--- config.mk ---
export PLATFORM = sky130hd
export DESIGN_NAME = dli_target
export DESIGN_NICKNAME = d
export VERILOG_FILES = /design/src/rtl/dli_pkg.sv /design/src/rtl/dli_target.sv
export SDC_FILE = /design/constraint.sdc
export NUM_CORES = 1
export LEC_CHECK = 0
export ABC_AREA = 1
export BUFFER_PORTS_ARGS = -buffer_cell sky130_fd_sc_hd__clkbuf_2
export CAP_MARGIN = 20
export CORE_MARGIN = 2
export CORE_UTILIZATION = 39
export DETAILED_ROUTE_END_ITERATION = 8
export PLACE_DENSITY = 0.77
export SYNTH_ARGS = -nofsm -noshare
export SYNTH_HDL_FRONTEND = slang
export SYNTH_SLANG_ARGS = --single-unit
--- constraint.sdc ---
create_clock -name vclk -period 12.1
set_clock_uncertainty 0.2 [all_clocks]
set_input_delay 1.21 -clock vclk [all_inputs]
set_output_delay 1.21 -clock vclk [all_outputs]
set_load 0.01 [all_outputs]
--- src/rtl/dli_pkg.sv ---
// ----------------------------------------------------------------------------
// dli_pkg - shared types and constants for the door latch interlock PD drive
// Register layout, reset values, fixed latch damping and force limit and pipeline word types.
// ----------------------------------------------------------------------------
`default_nettype none

package dli_pkg;

  localparam int ANGLE_W = 16;
  localparam int ERR_W   = 17;
  localparam int CFG_W   = 16;
  localparam int IDX_W   = 4;

  // register indexes
  localparam logic [IDX_W-1:0] CFG_UNLOCK_THR  = 4'd0;
  localparam logic [IDX_W-1:0] CFG_SVC_ANGLE   = 4'd1;
  localparam logic [IDX_W-1:0] CFG_CLOSED_TOL  = 4'd2;
  localparam logic [IDX_W-1:0] CFG_LATCH_LIMIT = 4'd3;
  localparam logic [IDX_W-1:0] CFG_HINGE_GAIN  = 4'd4;
  localparam logic [IDX_W-1:0] CFG_HINGE_DAMP  = 4'd5;
  localparam logic [IDX_W-1:0] CFG_HINGE_FLIM  = 4'd6;
  localparam logic [IDX_W-1:0] CFG_LATCH_GAIN  = 4'd7;

  // reset values
  localparam logic [13:0] RST_UNLOCK_THR  = 14'd1434;
  localparam logic [13:0] RST_SVC_ANGLE   = 14'd2458;
  localparam logic [13:0] RST_CLOSED_TOL  = 14'd328;
  localparam logic [13:0] RST_LATCH_LIMIT = 14'd3217;
  localparam logic [15:0] RST_HINGE_GAIN  = 16'd10752;
  localparam logic [15:0] RST_HINGE_DAMP  = 16'd1792;
  localparam logic [14:0] RST_HINGE_FLIM  = 15'd7680;
  localparam logic [15:0] RST_LATCH_GAIN  = 16'd4096;

  // fixed latch damping 2.0 (Q8.8) and force limit 8.0 (Q7.8)
  localparam logic [15:0] LATCH_DAMP = 16'd512;
  localparam logic [14:0] LATCH_FLIM = 15'd2048;

  typedef struct packed {
    logic [13:0] unlock_thr;
    logic [13:0] svc_angle;
    logic [13:0] closed_tol;
    logic [13:0] latch_limit;
    logic [15:0] hinge_gain;
    logic [15:0] hinge_damp;
    logic [14:0] hinge_flim;
    logic [15:0] latch_gain;
  } cfg_t;

  typedef struct packed {
    logic                      pos_valid;
    logic signed [ANGLE_W-1:0] hinge_upper;
    logic signed [ANGLE_W-1:0] hinge_lower;
    logic signed [ANGLE_W-1:0] latch_vel;
    logic signed [ANGLE_W-1:0] hinge_vel;
    logic signed [ANGLE_W-1:0] latch_pos;
    logic signed [ANGLE_W-1:0] hinge_pos;
    logic signed [ANGLE_W-1:0] latch_tgt;
    logic signed [ANGLE_W-1:0] hinge_tgt;
  } in_t;

  typedef struct packed {
    logic                      pos_valid;
    logic                      unlocked;
    logic signed [ERR_W-1:0]   hinge_err;
    logic signed [ERR_W-1:0]   latch_err;
    logic signed [ANGLE_W-1:0] hinge_vel;
    logic signed [ANGLE_W-1:0] latch_vel;
  } err_t;

  typedef struct packed {
    logic pos_valid;
    logic unlocked;
  } flags_t;

  // magnitude of a 16-bit signed value, exact for the most negative code
  function automatic logic [ANGLE_W:0] mag16(input logic signed [ANGLE_W-1:0] v);
    logic signed [ANGLE_W:0] w;
    w = {v[ANGLE_W-1], v};
    return w[ANGLE_W] ? (-w) : w;
  endfunction

endpackage

`default_nettype wire

--- src/rtl/dli_target.sv ---
// ----------------------------------------------------------------------------
// dli_target - target clamps, latch interlock and position errors
// Combinational: latch clamp and service hold, hinge clamp and unlock gate.
// ----------------------------------------------------------------------------
`default_nettype none

module dli_target (
  input  dli_pkg::in_t  in_word,
  input  dli_pkg::cfg_t cfg,
  output dli_pkg::err_t err_word
);
  import dli_pkg::*;

  logic signed [ANGLE_W:0]   lt_ext;
  logic signed [ANGLE_W:0]   llim;
  logic signed [ANGLE_W:0]   lclamp;
  logic signed [ANGLE_W-1:0] l_eff;
  logic signed [ANGLE_W-1:0] h_eff;
  logic signed [ANGLE_W-1:0] svc;
  logic [ANGLE_W:0]          thr;
  logic [ANGLE_W:0]          lpos_mag;
  logic                      unlocked;
  logic                      hold;
  logic                      neg;

  always_comb begin
    thr      = {3'b000, cfg.unlock_thr};
    lpos_mag = mag16(in_word.latch_pos);
    unlocked = (lpos_mag >= thr);

    lt_ext = {in_word.latch_tgt[ANGLE_W-1], in_word.latch_tgt};
    llim   = {3'b000, cfg.latch_limit};
    lclamp = lt_ext;
    if (lclamp > llim) lclamp = llim;
    if (lclamp < -llim) lclamp = -llim;

    // lock request while the door stands open: hold at the service angle
    hold = (mag16(lclamp[ANGLE_W-1:0]) < thr) &&
           (mag16(in_word.hinge_pos) > {3'b000, cfg.closed_tol});
    neg  = (lpos_mag > thr) && in_word.latch_pos[ANGLE_W-1];
    svc  = {2'b00, cfg.svc_angle};
    if (hold) l_eff = neg ? -svc : svc;
    else l_eff = lclamp[ANGLE_W-1:0];

    if (in_word.hinge_tgt < in_word.hinge_lower) h_eff = in_word.hinge_lower;
    else if (in_word.hinge_tgt > in_word.hinge_upper) h_eff = in_word.hinge_upper;
    else h_eff = in_word.hinge_tgt;
    if (!unlocked) h_eff = '0;

    err_word.pos_valid = in_word.pos_valid;
    err_word.unlocked  = unlocked;
    err_word.latch_err = {l_eff[ANGLE_W-1], l_eff} -
                         {in_word.latch_pos[ANGLE_W-1], in_word.latch_pos};
    err_word.hinge_err = {h_eff[ANGLE_W-1], h_eff} -
                         {in_word.hinge_pos[ANGLE_W-1], in_word.hinge_pos};
    err_word.hinge_vel = in_word.hinge_vel;
    err_word.latch_vel = in_word.latch_vel;
  end

endmodule

`default_nettype wire

==> flow_metrics.tcl <==
set metrics [dict create \
    cp.arrival_ns 9.69 \
    drc_errors 0 \
    dr.pass1.iters 6 \
    worstSetupEndpointType "output pin" \
    drv_cap 0 \
    core_um2 17100 \
    io_buffers 187 \
    worstSetupPathType "input port to output pin" \
    drv_slew 0 \
    grt_max_degree 33 \
    wl_per_cell_um 12.9 \
    grt_pass1_wl_um 30000 \
    place_ws_ns 0.659 \
    vias 7505 \
    grt_remaining_overflow 0 \
    synth_nets 1494 \
    seq_cell_count 0 \
    io_pins 316 \
    seqCellArea_um2 0 \
    period_minus_slack_ns 11.10 \
    final_common_cell "nand2_1" \
    cpMostUsedCell "nand2_1" \
    drive_gt1_share_pct 17.9 \
    leakage_uw 0.00442 \
    grt_pass1_vias 6861 \
    yosysSeqAreaShare_pct 0 \
    min_path_type "input port to output pin" \
    drt_iter0_drc 366 \
    netlist_area_um2 6750 \
    ys_warn_count 0 \
    final.period_utilization_pct 91.7 \
    vias_per_cell 5.13 \
    diodes 0 \
    syn-mean-instance-area_um2 6.11 \
    startpoint_type "input port" \
    setup_ws_ns 1.00 \
    status "completed" \
    cpPeakStageDelay_ns 0.39 \
    hold_viol 0 \
    hold_buffers 0 \
    cp_slowest_cell "fa_1" \
    ant_nets 0 \
    die_h_um 136 \
    slew_headroom_pct 64.1 \
    setup_violations 0 \
    layout_common_cells "nand2_1 (203), inv_1 (195), clkbuf_2 (187)" \
    nets 1628 \
    synth_cell_types 47 \
    crit_fanout 30 \
    fillers 1853 \
    grt_usage_pct 19.4 \
    synthCells 1105 \
    tns_ns 0 \
    place_hpwl_um 16800 \
    required_ns 10.69 \
    antenna_found_initial 0 \
    wirelength_um 18900 \
    die_width_um 136 \
    fp-row-count 48 \
    clock_buffer_count 0 \
    ir_drop_uv 84.2 \
    synthToLayoutAreaGrowth_pct 12.9 \
    tightest_slew_ns 0.538 \
    fmax_mhz 90.1 \
    initial_core_util_pct 39.5 \
    dieArea_um2 18400 \
    place.gp.congestion 0.912 \
    grt_setup_unrepaired "false" \
    power_density_nw_per_um2 78.6 \
]
-- metal layers --
layer  wire [um]  global-route usage [%]
met1        8100                    23.5
met2        9240                    37.0
met3        1130                    1.38
met4         414                    4.22
met5           0                       0
-- Yosys cell counts, drive strengths merged --
library cell  instances  area (um^2)
fa                    2         40.0
o21ai                53          277
o22ai                 1         6.26
a41oi                 1         8.76
ha                  139         1740
nand3b                4         30.0
clkbuf               11         41.3
a31oi                 5         31.3
or2                   2         12.5
clkinv                2         7.51
nand3                52          290
a21boi                1         7.51
o21a                  3         22.5
and2                  1         6.26
o21bai                5         37.5
xor2                 74          648
buf                  47          348
o211ai                8         60.1
nor4                  7         43.8
o221a                 1         11.3
o211a                 1         10.0
a21oi                81          409
nor3                 23          131
o2111ai               2         17.5
nor2                 84          325
o221ai                3         26.3
o31ai                 3         22.5
nand4                30          194
xnor2                12          105
inv                 198          746
nor3b                 1         7.51
a211oi               36          270
a21o                  2         15.0
nand2               210          806
-- power by group --
| part | internal (uW) | total [uW] | switching [uW] |
|---|---|---|---|
| Clock | 0 | 0 | 0 |
| Combinational | 236 | 600 | 363 |
| Sequential | 0 | 0 | 0 |
| Total | 236 | 600 | 363 |
-- critical path, delay by kind of cell --
family                   cells  cell delay (ns)
AO/OA/AOI/OAI               18             3.28
adder cells (fa/ha/maj)      6             1.66
buffers and inverters        6             0.54
XOR/XNOR                     1             0.25
AND/OR/NAND/NOR             23             2.70
-- metrics by stage --
| stage | hold WS, ns | area, um^2 | power, uW | instances | util (%) |
|---|---|---|---|---|---|
| 6_report | 2.22 | 7630 | 600 | 1462 | 44.6 |
| 5_1_grt | 2.22 | 7630 | 673 | 1462 | 44.6 |
| 4_1_cts | 2.22 | 7610 | 597 | 1462 | 44.5 |
| 3_5_place_dp | 2.22 | 7610 | 594 | 1462 | 44.5 |
| 3_3_place_gp | 2.22 | 7610 | 582 | 1462 | 44.5 |
| 2_1_floorplan | 2.31 | 6750 | 418 | 1105 | - |
-- worst paths after layout --
check | start | end | slack [ns] | cells after the start
min | in_word[92] | err_word[12] | 2.22 | 0
max | cfg[66] | err_word[48] | 1.00 | 54
-- area by class of cell --
class	instances	area, um^2	area share, %
repair buffers	190	958	12.6
inverters	200	753	9.88
well taps	225	282	3.69
multi-input cells	847	5630	73.9
-- cell families after synthesis --
group	share of synthesized area [%]
AND/OR/NAND/NOR	27.3
buffers and inverters	16.9
AO/OA/AOI/OAI	18.2
adder cells (fa/ha/maj)	26.3
XOR/XNOR	11.2
-- repair_timing --
| item | CTS | global route |
|---|---|---|
| buffers inserted | 0 | 0 |
| setup endpoints to repair | 0 | 5 |
| gates resized for setup | 0 | 8 |
Power figures use the tool's default switching activity.
